===== src/bfp_pkg.sv =====
// Shared types, codes and defaults for the best-fit two-resource placement block.
`timescale 1ns / 1ps

package bfp_pkg;

    localparam int DEF_NUM_BINS  = 16;
    localparam int DEF_NUM_MODES = 16;

    localparam int IDX_W   = 4;
    localparam int MODE_W  = 4;
    localparam int AMT_W   = 16;
    localparam int MASK_W  = 16;
    localparam int GAIN_W  = 16;
    localparam int TOTAL_W = 32;
    localparam int OP_W    = 2;
    localparam int STAT_W  = 2;

    localparam int IN_DATA_W  = 72;
    localparam int OUT_DATA_W = 56;

    // Operation codes carried on the input tuser
    localparam logic [OP_W-1:0] OP_CONFIG  = 2'd0;
    localparam logic [OP_W-1:0] OP_PLACE   = 2'd1;
    localparam logic [OP_W-1:0] OP_RELEASE = 2'd2;

    // Result codes carried on the output tuser
    localparam logic [STAT_W-1:0] ST_CONFIGURED = 2'd0;
    localparam logic [STAT_W-1:0] ST_PLACED     = 2'd1;
    localparam logic [STAT_W-1:0] ST_NO_FIT     = 2'd2;
    localparam logic [STAT_W-1:0] ST_RELEASED   = 2'd3;

    typedef struct packed {
        logic [MODE_W-1:0] mode;
        logic [AMT_W-1:0]  bw;
        logic [AMT_W-1:0]  pw;
    } bin_entry_t;

    typedef enum logic [2:0] {
        S_IDLE,
        S_CFG,
        S_SCAN,
        S_SCAN_END,
        S_PLACE,
        S_REL_RD,
        S_REL_WR
    } bfp_state_t;

endpackage


===== src/bfp_table.sv =====
// Bin table: synchronous entry memory plus per-bin valid flags.
`timescale 1ns / 1ps

module bfp_table #(
    parameter  int NUM_BINS = bfp_pkg::DEF_NUM_BINS,
    localparam int BIN_W    = (NUM_BINS > 1) ? $clog2(NUM_BINS) : 1
) (
    input  logic                          clk,
    input  logic                          rst_n,
    input  logic                          wr_en,
    input  logic [BIN_W-1:0]              wr_addr,
    input  bfp_pkg::bin_entry_t           wr_entry,
    input  logic                          rd_en,
    input  logic [BIN_W-1:0]              rd_addr,
    output bfp_pkg::bin_entry_t           rd_entry,
    output logic                          rd_valid
);

    bfp_pkg::bin_entry_t mem [NUM_BINS];
    logic [NUM_BINS-1:0] valid_reg;
    bfp_pkg::bin_entry_t rd_entry_reg;
    logic                rd_valid_reg;

    // Entry storage: one write and one registered read per cycle
    always_ff @(posedge clk)
    begin
        if (wr_en)
        begin
            mem[wr_addr] <= wr_entry;
        end
        if (rd_en)
        begin
            rd_entry_reg <= mem[rd_addr];
        end
    end

    // Any write marks the bin as loaded
    always_ff @(posedge clk or negedge rst_n)
    begin
        if (!rst_n)
        begin
            valid_reg    <= '0;
            rd_valid_reg <= 1'b0;
        end
        else
        begin
            if (wr_en)
            begin
                valid_reg[wr_addr] <= 1'b1;
            end
            if (rd_en)
            begin
                rd_valid_reg <= valid_reg[rd_addr];
            end
        end
    end

    assign rd_entry = rd_entry_reg;
    assign rd_valid = rd_valid_reg;

endmodule


===== src/best_fit_two_resource_placement_top.sv =====
// Top level of the best-fit two-resource bin placement block.
`timescale 1ns / 1ps
// Configure writes in S_CFG; release reads in S_REL_RD and writes in S_REL_WR; place scans
// every bin in S_SCAN, passes S_SCAN_END and commits in S_PLACE. Each result loads once the
// result register is free. One item is in work at a time and the input reopens once the
// result loads; the scan reads one bin per cycle through the table's single read port.
// The next item is accepted while a result waits on m_axis_tready. Reset clears the valid
// flags, the gain total and control state; bin contents stay undefined until configured.

module best_fit_two_resource_placement_top #(
    parameter int NUM_BINS  = bfp_pkg::DEF_NUM_BINS,
    parameter int NUM_MODES = bfp_pkg::DEF_NUM_MODES
) (
    input  logic                            clk,
    input  logic                            rst_n,
    input  logic                            s_axis_tvalid,
    output logic                            s_axis_tready,
    // bin_index[3:0], bin_mode[7:4], bw_amount[23:8], pw_amount[39:24],
    // compat_mask[55:40], gain[71:56]
    input  logic [bfp_pkg::IN_DATA_W-1:0]   s_axis_tdata,
    // op[1:0]
    input  logic [bfp_pkg::OP_W-1:0]        s_axis_tuser,
    output logic                            m_axis_tvalid,
    input  logic                            m_axis_tready,
    // chosen_bin[3:0], leftover_bw[19:4], total_gain[51:20], zero pad[55:52]
    output logic [bfp_pkg::OUT_DATA_W-1:0]  m_axis_tdata,
    // status[1:0]
    output logic [bfp_pkg::STAT_W-1:0]      m_axis_tuser
);

    localparam int BIN_W = (NUM_BINS > 1) ? $clog2(NUM_BINS) : 1;
    localparam int CNT_W = $clog2(NUM_BINS + 1);

    // ------------------------------------------------------------------
    // Registers
    // ------------------------------------------------------------------
    bfp_pkg::bfp_state_t state_reg, state_next;

    // Held fields of the transaction in work
    logic [bfp_pkg::IDX_W-1:0]   idx_reg;
    logic [bfp_pkg::MODE_W-1:0]  mode_reg;
    logic [bfp_pkg::AMT_W-1:0]   bw_reg;
    logic [bfp_pkg::AMT_W-1:0]   pw_reg;
    logic [bfp_pkg::MASK_W-1:0]  mask_reg;
    logic [bfp_pkg::GAIN_W-1:0]  gain_reg;

    // Scan bookkeeping
    logic [CNT_W-1:0]            scan_cnt_reg, scan_cnt_next;
    logic                        eval_reg, eval_next;
    logic [BIN_W-1:0]            eval_idx_reg, eval_idx_next;
    logic                        found_reg, found_next;
    logic [BIN_W-1:0]            best_idx_reg, best_idx_next;
    logic [bfp_pkg::AMT_W-1:0]   best_left_reg, best_left_next;
    logic [bfp_pkg::AMT_W-1:0]   best_pw_reg, best_pw_next;
    logic [bfp_pkg::MODE_W-1:0]  best_mode_reg, best_mode_next;

    logic [bfp_pkg::TOTAL_W-1:0] total_reg, total_next;

    // Result register
    logic                        out_valid_reg, out_valid_next;
    logic [bfp_pkg::STAT_W-1:0]  out_status_reg, out_status_next;
    logic [bfp_pkg::IDX_W-1:0]   out_bin_reg, out_bin_next;
    logic [bfp_pkg::AMT_W-1:0]   out_left_reg, out_left_next;

    // ------------------------------------------------------------------
    // Table interface
    // ------------------------------------------------------------------
    logic                tbl_wr_en;
    logic [BIN_W-1:0]    tbl_wr_addr;
    bfp_pkg::bin_entry_t tbl_wr_entry;
    logic                tbl_rd_en;
    logic [BIN_W-1:0]    tbl_rd_addr;
    bfp_pkg::bin_entry_t tbl_rd_entry;
    logic                tbl_rd_valid;

    bfp_table #(
        .NUM_BINS (NUM_BINS)
    ) u_table (
        .clk      (clk),
        .rst_n    (rst_n),
        .wr_en    (tbl_wr_en),
        .wr_addr  (tbl_wr_addr),
        .wr_entry (tbl_wr_entry),
        .rd_en    (tbl_rd_en),
        .rd_addr  (tbl_rd_addr),
        .rd_entry (tbl_rd_entry),
        .rd_valid (tbl_rd_valid)
    );

    // ------------------------------------------------------------------
    // Helpers
    // ------------------------------------------------------------------
    logic                        in_accept;
    logic                        out_free;
    logic [7:0]                  idx_wide;
    logic [BIN_W-1:0]            idx_addr;
    logic                        idx_in_range;
    logic [7:0]                  best_wide;
    logic [BIN_W-1:0]            scan_addr;

    logic                        mode_ok;
    logic                        fits;
    logic [bfp_pkg::AMT_W-1:0]   cand_left;
    logic                        take;

    logic [bfp_pkg::TOTAL_W:0]   gain_sum;
    logic [bfp_pkg::TOTAL_W-1:0] total_add;
    logic [bfp_pkg::TOTAL_W-1:0] total_sub;
    logic [bfp_pkg::AMT_W:0]     rel_bw_sum;
    logic [bfp_pkg::AMT_W:0]     rel_pw_sum;
    logic [bfp_pkg::AMT_W-1:0]   rel_bw;
    logic [bfp_pkg::AMT_W-1:0]   rel_pw;
    logic                        rel_ok;

    assign in_accept    = s_axis_tvalid && s_axis_tready;
    // A finished result may be loaded once the waiting one is taken or gone
    assign out_free     = !out_valid_reg || m_axis_tready;

    assign idx_wide     = 8'(idx_reg);
    assign idx_addr     = idx_wide[BIN_W-1:0];
    assign idx_in_range = (idx_wide < 8'(NUM_BINS));
    assign best_wide    = 8'(best_idx_reg);
    assign scan_addr    = scan_cnt_reg[BIN_W-1:0];

    // Candidate test on the entry returned by the previous scan read.
    // A mode at or above NUM_MODES never matches.
    assign mode_ok   = (32'(tbl_rd_entry.mode) < NUM_MODES) && mask_reg[tbl_rd_entry.mode];
    assign fits      = tbl_rd_valid && mode_ok
                       && (bw_reg <= tbl_rd_entry.bw) && (pw_reg <= tbl_rd_entry.pw);
    assign cand_left = tbl_rd_entry.bw - bw_reg;
    // Strict less-than keeps the lowest index on a tie
    assign take      = eval_reg && fits && (!found_reg || (cand_left < best_left_reg));

    // Saturating gain arithmetic
    assign gain_sum  = {1'b0, total_reg} + (bfp_pkg::TOTAL_W + 1)'(gain_reg);
    assign total_add = gain_sum[bfp_pkg::TOTAL_W] ? '1 : gain_sum[bfp_pkg::TOTAL_W-1:0];
    assign total_sub = (total_reg >= bfp_pkg::TOTAL_W'(gain_reg))
                       ? (total_reg - bfp_pkg::TOTAL_W'(gain_reg)) : '0;

    // Release returns resources, clamped at full scale
    assign rel_bw_sum = {1'b0, tbl_rd_entry.bw} + {1'b0, bw_reg};
    assign rel_pw_sum = {1'b0, tbl_rd_entry.pw} + {1'b0, pw_reg};
    assign rel_bw     = rel_bw_sum[bfp_pkg::AMT_W] ? '1 : rel_bw_sum[bfp_pkg::AMT_W-1:0];
    assign rel_pw     = rel_pw_sum[bfp_pkg::AMT_W] ? '1 : rel_pw_sum[bfp_pkg::AMT_W-1:0];
    assign rel_ok     = idx_in_range && tbl_rd_valid;

    // ------------------------------------------------------------------
    // Sequencer: next state, table accesses and result load
    // ------------------------------------------------------------------
    always_comb
    begin
        state_next      = state_reg;
        scan_cnt_next   = scan_cnt_reg;
        eval_next       = 1'b0;
        eval_idx_next   = scan_addr;
        found_next      = found_reg;
        best_idx_next   = best_idx_reg;
        best_left_next  = best_left_reg;
        best_pw_next    = best_pw_reg;
        best_mode_next  = best_mode_reg;
        total_next      = total_reg;
        out_valid_next  = out_valid_reg && !m_axis_tready;
        out_status_next = out_status_reg;
        out_bin_next    = out_bin_reg;
        out_left_next   = out_left_reg;

        tbl_wr_en       = 1'b0;
        tbl_wr_addr     = idx_addr;
        tbl_wr_entry    = '{mode: mode_reg, bw: bw_reg, pw: pw_reg};
        tbl_rd_en       = 1'b0;
        tbl_rd_addr     = idx_addr;

        s_axis_tready   = (state_reg == bfp_pkg::S_IDLE);

        // Fold in the entry read in the previous cycle
        if (take)
        begin
            found_next     = 1'b1;
            best_idx_next  = eval_idx_reg;
            best_left_next = cand_left;
            best_pw_next   = tbl_rd_entry.pw - pw_reg;
            best_mode_next = tbl_rd_entry.mode;
        end

        case (state_reg)
            bfp_pkg::S_IDLE:
            begin
                if (in_accept)
                begin
                    scan_cnt_next = '0;
                    found_next    = 1'b0;
                    case (s_axis_tuser)
                        bfp_pkg::OP_CONFIG:  state_next = bfp_pkg::S_CFG;
                        bfp_pkg::OP_PLACE:   state_next = bfp_pkg::S_SCAN;
                        bfp_pkg::OP_RELEASE: state_next = bfp_pkg::S_REL_RD;
                        default:             state_next = bfp_pkg::S_IDLE;
                    endcase
                end
            end

            bfp_pkg::S_CFG:
            begin
                if (out_free)
                begin
                    tbl_wr_en       = idx_in_range;
                    out_valid_next  = 1'b1;
                    out_status_next = bfp_pkg::ST_CONFIGURED;
                    out_bin_next    = idx_reg;
                    out_left_next   = idx_in_range ? bw_reg : '0;
                    state_next      = bfp_pkg::S_IDLE;
                end
            end

            bfp_pkg::S_SCAN:
            begin
                // Issue one read per cycle; the compare follows in the next cycle
                tbl_rd_en     = 1'b1;
                tbl_rd_addr   = scan_addr;
                eval_next     = 1'b1;
                scan_cnt_next = scan_cnt_reg + 1'b1;
                if (scan_cnt_reg == CNT_W'(NUM_BINS - 1))
                begin
                    state_next = bfp_pkg::S_SCAN_END;
                end
            end

            bfp_pkg::S_SCAN_END:
            begin
                state_next = bfp_pkg::S_PLACE;
            end

            bfp_pkg::S_PLACE:
            begin
                if (out_free)
                begin
                    out_valid_next = 1'b1;
                    if (found_reg)
                    begin
                        tbl_wr_en       = 1'b1;
                        tbl_wr_addr     = best_idx_reg;
                        tbl_wr_entry    = '{mode: best_mode_reg, bw: best_left_reg,
                                            pw: best_pw_reg};
                        total_next      = total_add;
                        out_status_next = bfp_pkg::ST_PLACED;
                        out_bin_next    = best_wide[bfp_pkg::IDX_W-1:0];
                        out_left_next   = best_left_reg;
                    end
                    else
                    begin
                        out_status_next = bfp_pkg::ST_NO_FIT;
                        out_bin_next    = '0;
                        out_left_next   = '0;
                    end
                    state_next = bfp_pkg::S_IDLE;
                end
            end

            bfp_pkg::S_REL_RD:
            begin
                tbl_rd_en  = 1'b1;
                state_next = bfp_pkg::S_REL_WR;
            end

            bfp_pkg::S_REL_WR:
            begin
                // Read data holds while the result register is busy
                if (out_free)
                begin
                    if (rel_ok)
                    begin
                        tbl_wr_en  = 1'b1;
                        tbl_wr_entry = '{mode: tbl_rd_entry.mode, bw: rel_bw, pw: rel_pw};
                        total_next = total_sub;
                    end
                    out_valid_next  = 1'b1;
                    out_status_next = bfp_pkg::ST_RELEASED;
                    out_bin_next    = idx_reg;
                    out_left_next   = rel_ok ? rel_bw : '0;
                    state_next      = bfp_pkg::S_IDLE;
                end
            end

            default:
            begin
                state_next = bfp_pkg::S_IDLE;
            end
        endcase
    end

    // ------------------------------------------------------------------
    // Control registers
    // ------------------------------------------------------------------
    always_ff @(posedge clk or negedge rst_n)
    begin
        if (!rst_n)
        begin
            state_reg     <= bfp_pkg::S_IDLE;
            scan_cnt_reg  <= '0;
            eval_reg      <= 1'b0;
            found_reg     <= 1'b0;
            total_reg     <= '0;
            out_valid_reg <= 1'b0;
        end
        else
        begin
            state_reg     <= state_next;
            scan_cnt_reg  <= scan_cnt_next;
            eval_reg      <= eval_next;
            found_reg     <= found_next;
            total_reg     <= total_next;
            out_valid_reg <= out_valid_next;
        end
    end

    // ------------------------------------------------------------------
    // Payload registers
    // ------------------------------------------------------------------
    always_ff @(posedge clk)
    begin
        if (in_accept)
        begin
            idx_reg  <= s_axis_tdata[3:0];
            mode_reg <= s_axis_tdata[7:4];
            bw_reg   <= s_axis_tdata[23:8];
            pw_reg   <= s_axis_tdata[39:24];
            mask_reg <= s_axis_tdata[55:40];
            gain_reg <= s_axis_tdata[71:56];
        end
        eval_idx_reg   <= eval_idx_next;
        best_idx_reg   <= best_idx_next;
        best_left_reg  <= best_left_next;
        best_pw_reg    <= best_pw_next;
        best_mode_reg  <= best_mode_next;
        out_status_reg <= out_status_next;
        out_bin_reg    <= out_bin_next;
        out_left_reg   <= out_left_next;
    end

    // ------------------------------------------------------------------
    // Result channel
    // ------------------------------------------------------------------
    assign m_axis_tvalid = out_valid_reg;
    assign m_axis_tuser  = out_status_reg;
    assign m_axis_tdata  = {4'b0000, total_reg, out_left_reg, out_bin_reg};

endmodule


===== config.mk =====
export PLATFORM = sky130hd
export DESIGN_NAME = best_fit_two_resource_placement_top
export DESIGN_NICKNAME = d
export VERILOG_FILES = /design/src/bfp_pkg.sv /design/src/bfp_table.sv /design/src/best_fit_two_resource_placement_top.sv
export SDC_FILE = /design/constraint.sdc
export NUM_CORES = 1
export LEC_CHECK = 0
export BUFFER_PORTS_ARGS = -buffer_cell sky130_fd_sc_hd__buf_4
export CAP_MARGIN = 20
export CELL_PAD_IN_SITES_DETAIL_PLACEMENT = 2
export CELL_PAD_IN_SITES_GLOBAL_PLACEMENT = 2
export CORE_MARGIN = 3
export CORE_UTILIZATION = 50
export CTS_CLUSTER_DIAMETER = 120
export DETAILED_ROUTE_END_ITERATION = 12
export HOLD_SLACK_MARGIN = 0.1
export PLACE_DENSITY_LB_ADDON = 0.25
export REMOVE_ABC_BUFFERS = 1
export SLEW_MARGIN = 25
export SYNTH_ARGS = -nofsm -noshare
export SYNTH_HDL_FRONTEND = slang
export SYNTH_HIERARCHICAL = 1
export SYNTH_SLANG_ARGS = --single-unit

===== constraint.sdc =====
create_clock -name clk -period 10.15 [get_ports clk]
set_input_delay 1.015 -clock clk [delete_from_list [all_inputs] [get_ports clk]]
set_output_delay 1.015 -clock clk [all_outputs]
set_load 0.02 [all_outputs]

# Word level (Yosys, flattened, before mapping)
# Memories as Yosys holds them, arrays and structs flattened. A register that Yosys moved wholly into a read port is not among the register bits.
# Cells that the tools add are included.
[classes]
magnitude_cmp = 9
reduce_logical = 28
eq_ne = 18
muxes = 62
addsub = 7
n_bitwise = 1
[ops]
columns = ["op", "count"]
rows = [
  ["$mux W32", 6],
  ["$mux W36", 4],
  ["$mux W16", 8],
  ["$pmux W36 S2", 1],
  ["$pmux W32 S2", 1],
  ["$pmux W16 S3", 1],
  ["$add A16 B16 Y17", 2],
  ["$add A32 B16 Y33", 1],
  ["$ge A32 B16 Y1", 1],
  ["$le A16 B16 Y1", 2],
  ["$sub A16 B16 Y16", 2],
  ["$sub A32 B16 Y32", 1],
  ["$mux W4", 7],
  ["$lt A4 B5 Y1 const B", 4],
  ["$mux W1", 17],
  ["$lt A16 B16 Y1", 1],
  ["$or A16 B16 Y16", 1],
  ["$pmux W3 S5", 1],
  ["$ne A2 B2 Y1 const B", 6],
  ["$pmux W5 S2", 1],
  ["$eq A3 B3 Y1 const B", 3],
  ["$logic_and A1 B1 Y1", 9],
  ["$mux W3", 3],
  ["$pmux W3 S3", 1],
  ["27 further kinds", 41],
]
[totals]
regBits = 198
in_bits = 78
out_inout_bits = 60
ram_bits = 576
mem_count = 1
[mem_list]
columns = ["name", "words", "width", "read_ports", "rd_ports_with_merged_regs", "wr", "line_no", "rtl"]
rows = [
  ["u_table.mem", 16, 36, 1, 1, 1, "bfp_table.sv:19", "bfp_pkg::bin_entry_t mem [NUM_BINS];"],
]

# Depth between registers and ports, before layout
# Gate-level depths: netlist of the first run.
[logic_depth]
depth_word = 10
ltp_mapped = 19
ltp_nobuf = 19

# Hierarchy
# Netlist of the first run, hierarchy kept.
[by_module_without_submodules]
columns = ["module", "area_per_inst_um2", "n_inst", "cells_each", "seq_area_each_um2"]
rows = [
  ["bfp_table", 23729.0, 1, 897, 18803.0],
  ["best_fit_two_resource_placement_top", 13475.4, 1, 1496, 5180.0],
]

# Least setup slack after synthesis of the first run
# OpenSTA, ideal clock, no wires.
[synth_timing]
kind = "input to register"
start = "input m_axis_tready"
end = "memory u_table/mem[0][0] (netlist bit) (enable)"
slack_ps = 4348
t_required_ps = 9675
cell_stages = 5
arrival_ps = 5326
setup_ps = 475
n_path_buf = 0
cell_sequence = "nor2b_1 -> nor2_1 -> a21boi_0 -> or3b_2 -> nor3_1"
[synth_between]
elab_chain_len = 5
word_cells_on_any_way = 9
cone_classes = "mux: 8; reduce/logical: 1"
[synth_lines]
columns = ["item", "line_no", "rtl"]
rows = [
  ["start, declared", "best_fit_two_resource_placement_top.sv:24", "input logic m_axis_tready,"],
  ["$logic_or A1 B1 Y1 *", "best_fit_two_resource_placement_top.sv:117", "assign out_free = !out_valid_reg || m_axis_tready;"],
  ["$mux W1 (on tied branches)", "best_fit_two_resource_placement_top.sv:267, best_fit_two_resource_placement_top.sv:203, best_fit_two_resource_placement_top.sv:234", ""],
  ["$pmux W1 S3 *", "best_fit_two_resource_placement_top.sv:185", "case (state_reg)"],
  ["net tbl_wr_en", "best_fit_two_resource_placement_top.sv:68", "logic tbl_wr_en;"],
  ["$mux W1 *", "bfp_table.sv:27", "if (wr_en)"],
  ["$mux W1 (not written as such) *", "bfp_table.sv:29", "mem[wr_addr] <= wr_entry;"],
  ["end, declared", "bfp_table.sv:19", ""],
]
# Mark *: on every way through the listed nets, which the timed path passes. The rest lies on a longest branch.

# Final worst setup path of the first run
[layout_timing]
start = "register state_reg[0]"
end = "memory u_table/mem[6][2] (netlist bit) (enable)"
[layout_between]
word_cells_on_any_way = 7
cone_classes = "eq/ne: 3; mux: 4"
[layout_lines]
columns = ["item", "line_no", "rtl"]
rows = [
  ["start, declared", "best_fit_two_resource_placement_top.sv:37", "bfp_pkg::bfp_state_t state_reg, state_next;"],
  ["start signal, assigned", "best_fit_two_resource_placement_top.sv:297", "state_reg <= bfp_pkg::S_IDLE;"],
  ["start signal, assigned", "best_fit_two_resource_placement_top.sv:306", "state_reg <= state_next;"],
  ["$eq A3 B3 Y1", "best_fit_two_resource_placement_top.sv:185", ""],
  ["$mux W4", "best_fit_two_resource_placement_top.sv:185", ""],
  ["net tbl_wr_addr[0]", "best_fit_two_resource_placement_top.sv:69", "logic [BIN_W-1:0] tbl_wr_addr;"],
]
# The timed path passes the listed nets, and every way through them passes these cells.

==> impl_metrics.env, run 1 <==
export IMPL_powerDensity_nw_per_um2=341
export IMPL_crit_path_end_kind="register"
export IMPL_yosysWarnings=6
export IMPL_grt_overflow=0
export IMPL_cts_buffers=87
export IMPL_ys_types=81
export IMPL_antenna_found_initial=9
export IMPL_fmax_mhz=172
export IMPL_synth_flop_cell="edfxtp_1"
export IMPL_p_comb_share_pct=41.9
export IMPL_insertion_delay_ns=0.70
export IMPL_avgSynthCellArea_sq_um=15.5
export IMPL_fin_crit_sh_pct=57.4
export IMPL_setup_tns_ns=0
export IMPL_drc=0
export IMPL_p_sw_share_pct=40.5
export IMPL_netlist_instances=2393
export IMPL_drive_above_1_share_pct=20.0
export IMPL_path_buf_inv=2
export IMPL_cts_setup_buffers=0
export IMPL_vias=25122
export IMPL_cts_root_buffer="clkbuf_16"
export IMPL_fin_total_pwr_uw=14500
export IMPL_fin_worst_skew_ns=0.0619
export IMPL_grt_pass1_vias=26698
export IMPL_num_fill_cells=6274
export IMPL_synth_edff_count=746
export IMPL_grt_max_degree=61
export IMPL_p_leak_uw=0.0148
export IMPL_crit_fanout=27
export IMPL_hold_path_class="in -> async"
export IMPL_finalSetupViolCount=0
export IMPL_post_place_ws_ns=4.60
export IMPL_tightest_slew_ns=1.14
export IMPL_grt_pass1_wl_mm=206
export IMPL_setup_worst_path_class="reg -> reg"
export IMPL_ys_seq_area_share_pct=64.5
export IMPL_critical_path_arrival_ns=6.12
export IMPL_nNetsFinal=2731
export IMPL_cp_cell_sequence="nor2b_2 -> buf_4 -> and3_1 -> nand2_1 -> nand2_1 -> nand2_1 -> nand2b_1 -> nor2_4 -> buf_4"
export IMPL_die_w_um=279
export IMPL_rsz0062_at_grt="no"
export IMPL_clockBufferDepth=3
export IMPL_synth_seq_cells=810
export IMPL_pwr_share_seq_pct=34.4
export IMPL_dp_hpwl_mm=85.7
export IMPL_final_common_cell="edfxtp_1"
export IMPL_slew_viol_final=0
export IMPL_status="completed"
export IMPL_critPathMaxStageDelay_ns=0.90
export IMPL_start_util_pct=50.7
export IMPL_async_flop_share_pct=7.41
export IMPL_ir_drop_mv=0.194
export IMPL_clkSinkCount=810
export IMPL_switching_power_uw=5860
export IMPL_core_area_sq_um=73300
export IMPL_areaGrowthSynthToFinish_pct=13.9
export IMPL_internal_power_uw=8600
export IMPL_relSlewSlack_pct=24.0
export IMPL_cpMostUsedCell="nand2_1"
export IMPL_crit_family="simple AND/OR/NAND/NOR gates"
export IMPL_drtIter0Drc=3283
export IMPL_rows=99
export IMPL_die_y_um=279
export IMPL_cp_required_ns=10.44
export IMPL_clk_pin_slew_ns=0.06
export IMPL_slowest_stage="and3_1"
export IMPL_clkPwrFrac_pct=23.7
export IMPL_post_drt_wl_per_cell_um=40.3
export IMPL_ios=138
export IMPL_cts_tree="done"
export IMPL_hold_buffers=0
export IMPL_detail_route_antenna_nets=0
export IMPL_grt_use_total_pct=37.1
export IMPL_cts_resized_gates=0
export IMPL_placement_io_buffers=133
export IMPL_fin_crit_ns=5.82
export IMPL_htree_num_levels=3
export IMPL_routed_wl_mm=144
export IMPL_finalHoldViolations=0
export IMPL_vias_per_cell=7.04
export IMPL_final_cell_mix="edfxtp_1 (746), buf_4 (183), nor2_1 (154)"
export IMPL_startpoint_type="register"
export IMPL_die_area_sq_um=77700
export IMPL_largest_reg_flops=576
export IMPL_cap_viol_max_count=0
export IMPL_syn_area_sq_um=37200
export IMPL_gp_congestion=0.872
export IMPL_fin_ws_ns=4.33
export IMPL_drt_pass1_iter_count=6
==> area by class of cell <==
cell class,count,area [sq um],share of cell area (%)
flip-flops and latches,810,24000,56.6
inverters,114,428,1.01
multi-input cells,1334,12400,29.1
clock buffers,114,2420,5.72
repair buffers,187,1410,3.33
clock inverters,45,564,1.33
well taps,959,1200,2.83
diodes,5,12.5,0.0295
==> metrics by stage <==
step / util, % / cell area (sq um) / instances / hold WS [ns]
2_1_floorplan: - / 36500 / 2258 / 0.386
4_1_cts: 57.7 / 42300 / 3561 / 0.407
6_report: 57.8 / 42400 / 3568 / 0.368
3_5_place_dp: 53.6 / 39300 / 3402 / 0.390
3_3_place_gp: 53.6 / 39300 / 3401 / 0.387
5_1_grt: 57.8 / 42400 / 3563 / 0.404
==> Yosys cell counts, types with 16 or more instances <==
cell type,count,area [sq um]
a21oi_1,110,551
nor3_1,38,190
or2_2,22,138
xnor2_1,39,342
o221ai_1,33,289
nand2b_1,24,150
dfrtp_1,60,1500
inv_1,113,424
nand4_1,16,100
ha_1,113,1410
edfxtp_1,746,22400
a221o_1,21,210
o21a_1,16,120
nand3_1,19,95.1
o21ai_0,77,385
nor2b_1,18,113
nand2_1,123,462
nor2_1,170,638
mux4_2,131,2950
mux4_1,58,1520
clkbuf_1,102,383
a31oi_1,28,175
a22oi_1,41,308
==> kinds of logic after synthesis <==
| logic type | Yosys count | share of synthesized area (%) |
|---|---|---|
| other cells | 1 | 0.0101 |
| mux | 194 | 12.2 |
| fa+ha+maj | 119 | 4.12 |
| buf+inv | 252 | 3.05 |
| simple gates | 492 | 6.29 |
| flops | 810 | 64.5 |
| compound gates | 471 | 8.62 |
| xor+xnor | 54 | 1.27 |
==> power by group through the flow <==
stage / Sequential (uW) / Clock (uW) / Combinational, uW
floorplan: 4900 / 0 / 3760
global placement: 4940 / 0 / 5120
detailed placement: 5000 / 0 / 5640
CTS: 4960 / 3450 / 5880
global route: 5000 / 3570 / 6340
finish: 4970 / 3430 / 6060
==> path summary, 6_finish.rpt <==
path	startpoint	end	depth (start not counted)	slack (ns)
worst min register to register	eval_idx_reg[2]$_DFF_P_	best_idx_reg[2]$_DFFE_PP_	0	0.40
min in group clk	eval_idx_reg[2]$_DFF_P_	best_idx_reg[2]$_DFFE_PP_	0	0.40
worst max-delay path	state_reg[0]$_DFFE_PN0P_	u_table/mem[6][2]$_DFFE_PP_	9	4.33
worst max register to register	state_reg[0]$_DFFE_PN0P_	u_table/mem[6][2]$_DFFE_PP_	9	4.33
max in group asynchronous	rst_n	state_reg[1]$_DFFE_PN0P_	1	9.17
worst min-delay path	rst_n	total_reg[12]$_DFFE_PN0P_	1	0.37
==> routing by layer <==
layer | part of all wire (%) | global-route usage (%) | up-vias | wire length (um)
met5 | 0 | 0 | - | 0
met4 | 4.4 | 14.3 | 0 | 6320
met3 | 9.8 | 8.07 | 421 | 14100
met2 | 48 | 60.9 | 1775 | 69300
met1 | 38 | 48.8 | 13189 | 54100
li1 | - | - | 9737 | -
Power figures use the tool's default switching activity.
==> run 2: changes to the inputs <==
--- a/config.mk
+++ b/config.mk
@@ -10,7 +10,7 @@
 export CELL_PAD_IN_SITES_DETAIL_PLACEMENT = 2
 export CELL_PAD_IN_SITES_GLOBAL_PLACEMENT = 2
 export CORE_MARGIN = 3
-export CORE_UTILIZATION = 50
+export CORE_UTILIZATION = 42
 export CTS_CLUSTER_DIAMETER = 120
 export DETAILED_ROUTE_END_ITERATION = 12
 export HOLD_SLACK_MARGIN = 0.1
==> constraint.sdc (replaced) <==
create_clock -name clk -period 5.3 [get_ports clk]
set_input_delay 0.53 -clock clk [delete_from_list [all_inputs] [get_ports clk]]
set_output_delay 0.53 -clock clk [all_outputs]
set_load 0.02 [all_outputs]
==> run 2 against run 1 <==
Register-to-register slack got worse by 4.0 ns. Sequential cell count unchanged. Global-route usage decreased by 9.8 points. Via count decreased by 5.1%. Total power increased by 85%. Clock skew decreased by 0.027 ns. Count of clock-buffer cells in the layout increased by 1. Combinational power increased by 80%. Wire length decreased by 12%. Sequential power increased by 88%. First-iteration DRC count decreased by 31%. Sequential share of layout area decreased by 1.6 points. Largest cell class unchanged. Highest routed layer unchanged.
==> impl_metrics.env, run 2 (synthesis results as in run 1) <==
export IMPL_status="completed"
export IMPL_dp_cells=3612
export IMPL_cts_resized_gates=0
export IMPL_regToRegSetupSlack_ns=0.38
export IMPL_final_common_cell="edfxtp_1"
export IMPL_die_w_um=304
export IMPL_start_util_pct=42.6
export IMPL_final_cell_mix="edfxtp_1 (746), buf_4 (189), nor2_1 (155)"
export IMPL_startpoint="bw_reg[1]$_DFFE_PP_"
export IMPL_path_buf_inv=2
export IMPL_cp_depth=18
export IMPL_die_y_um=304
export IMPL_fin_worst_skew_ns=0.0351
export IMPL_cts_buffers=89
export IMPL_rr_startpoint="bw_reg[1]$_DFFE_PP_"
export IMPL_drive_above_1_share_pct=19.8
export IMPL_setup_tns_ns=0
export IMPL_ios=138
export IMPL_grt_overflow=0
export IMPL_powerDensity_nw_per_um2=614
export IMPL_cts_root_buffer="clkbuf_16"
export IMPL_htree_num_levels=3
export IMPL_fin_hold_ws_ns=0.238
export IMPL_critical_path_arrival_ns=5.24
export IMPL_drt_pass1_iter_count=5
export IMPL_grt_pass1_vias=26045
export IMPL_gp_congestion=0.851
export IMPL_fin_crit_ns=4.92
export IMPL_insertion_delay_ns=0.69
export IMPL_rsz0062_at_grt="no"
export IMPL_slowest_stage="edfxtp_1"
export IMPL_r2r_cells=18
export IMPL_areaGrowthSynthToFinish_pct=17.1
export IMPL_setup_worst_path_class="reg -> reg"
export IMPL_critPathMaxStageDelay_ns=0.50
export IMPL_largest_reg_flops=576
export IMPL_cp_required_ns=5.61
export IMPL_fin_crit_sh_pct=92.9
export IMPL_num_fill_cells=8036
export IMPL_vias=23840
export IMPL_tightest_slew_ns=0.957
export IMPL_p_leak_uw=0.0152
export IMPL_nNetsFinal=2823
export IMPL_hold_path_class="in -> reg"
export IMPL_core_area_sq_um=87300
export IMPL_clk_pin_slew_ns=0.07
export IMPL_grt_pass1_wl_mm=187
export IMPL_post_drt_wl_per_cell_um=32.8
export IMPL_diodes=0
export IMPL_cap_viol_max_count=0
export IMPL_crit_fanout=24
export IMPL_vias_per_cell=6.19
export IMPL_grt_use_total_pct=27.2
export IMPL_relSlewSlack_pct=34.6
export IMPL_cts_tree="done"
export IMPL_cp_cell_sequence="inv_1 -> ha_1 -> nor2b_1 -> o21a_1 -> o21ai_0 -> nand2_1 -> a31oi_1 -> a21oi_1 -> and2_1 -> o21ai_0 -> a211oi_1 -> ha_1 -> a211oi_1 -> nand2_1 -> a211oi_1 -> or3_1 -> and4_2 -> buf_4"
export IMPL_grt_max_degree=106
export IMPL_placement_io_buffers=133
export IMPL_startpoint_type="register"
export IMPL_drc=0
export IMPL_ir_drop_mv=0.434
export IMPL_rows=108
export IMPL_dp_hpwl_mm=78.4
export IMPL_stdcell_count=3852
export IMPL_clkSinkCount=810
export IMPL_timing_rr_end="best_mode_reg[1]$_DFFE_PP_"
export IMPL_cpMostUsedCell="a211oi_1"
export IMPL_slew_viol_final=0
export IMPL_hold_depth=3
export IMPL_crit_family="compound AO/OA/AOI/OAI gates"
export IMPL_clockBufferDepth=3
export IMPL_crit_path_end_kind="register"
export IMPL_routed_wl_mm=126
export IMPL_finalHoldViolations=0
export IMPL_drtIter0Drc=2261
export IMPL_fmax_mhz=203
export IMPL_fin_total_pwr_uw=26800
export IMPL_finalSetupViolCount=0
export IMPL_detail_route_antenna_nets=0
export IMPL_antenna_found_initial=11
export IMPL_crit_end="best_mode_reg[1]$_DFFE_PP_"
export IMPL_die_area_sq_um=92200
## run 2: cell count changes in the layout (fill, tap and decap cells not counted), moves of 3 or more
cell and change:
dlygate4sd3_1 +73, buf_12 +10, buf_4 +6, clkbuf_1 +5
diode_2 -5, bufinv_16 +4, clkbuf_8 -3, clkinv_16 -3
## run 2: worst min-delay path by stage
stage / from / end / slack, ns
6_report: s_axis_tuser[1] / state_reg[2]$_DFFE_PN0P_ / 0.24
5_1_grt: s_axis_tuser[1] / state_reg[2]$_DFFE_PN0P_ / 0.20
4_1_cts: s_axis_tuser[1] / state_reg[2]$_DFFE_PN0P_ / 0.19
3_5_place_dp: eval_idx_reg[2]$_DFF_P_ / best_idx_reg[2]$_DFFE_PP_ / 0.39
3_3_place_gp: eval_idx_reg[3]$_DFF_P_ / best_idx_reg[3]$_DFFE_PP_ / 0.39
2_1_floorplan: rst_n / eval_reg$_DFF_PN0_ / 0.23
## run 2: report_power, final
part | internal [uW] | leakage [uW] | switching [uW]
clock | 3790 | 0.00145 | 2710
sequential | 8710 | 0.00750 | 650
combinational | 4160 | 0.00629 | 6760
## run 2: final cells by class
type | instances | area [sq um] | area share (%)
multi-input cells | 1334 | 12300 | 28.3
inverters | 114 | 428 | 0.982
well taps | 1155 | 1450 | 3.32
flip-flops and latches | 810 | 24000 | 55.0
clock inverters | 47 | 616 | 1.41
clock buffers | 115 | 2390 | 5.48
repair buffers | 277 | 2400 | 5.52
## run 2: metrics by stage
step | worst slack [ns] | instance area (sq um) | util, %
finish | 0.377 | 43600 | 49.9
global route | 0.0679 | 43600 | 49.9
CTS | 0.405 | 43500 | 49.8
detailed placement | 0.585 | 39800 | 45.6
global placement | 0.639 | 39700 | 45.5
floorplan | -2.84 | 36500 | -
## run 2: timing repair
action / 4_1_cts / 5_1_grt
buffers inserted: 0 / 0
hold endpoints to repair: 132 / 0
hold buffers: 73 / 0
## run 2: per-layer routing
metal,GRT usage [%],share of wire [%],up-vias
met5,0,0,-
met4,8.42,3.2,0
met3,3.85,5.6,220
met2,45.7,49,893
met1,37.0,42,12796
li1,-,-,9931
## run 2: worst reg2reg max path, cell delays in order, from the launching register on
cell      delay (ns)
edfxtp_1        0.50
inv_1           0.16
ha_1            0.37
nor2b_1         0.15
o21a_1          0.19
o21ai_0         0.37
nand2_1         0.16
a31oi_1         0.33
a21oi_1         0.14
and2_1          0.20
o21ai_0         0.18
a211oi_1        0.15
ha_1            0.34
a211oi_1        0.27
nand2_1         0.11
a211oi_1        0.21
or3_1           0.14
and4_2          0.21
buf_4           0.36
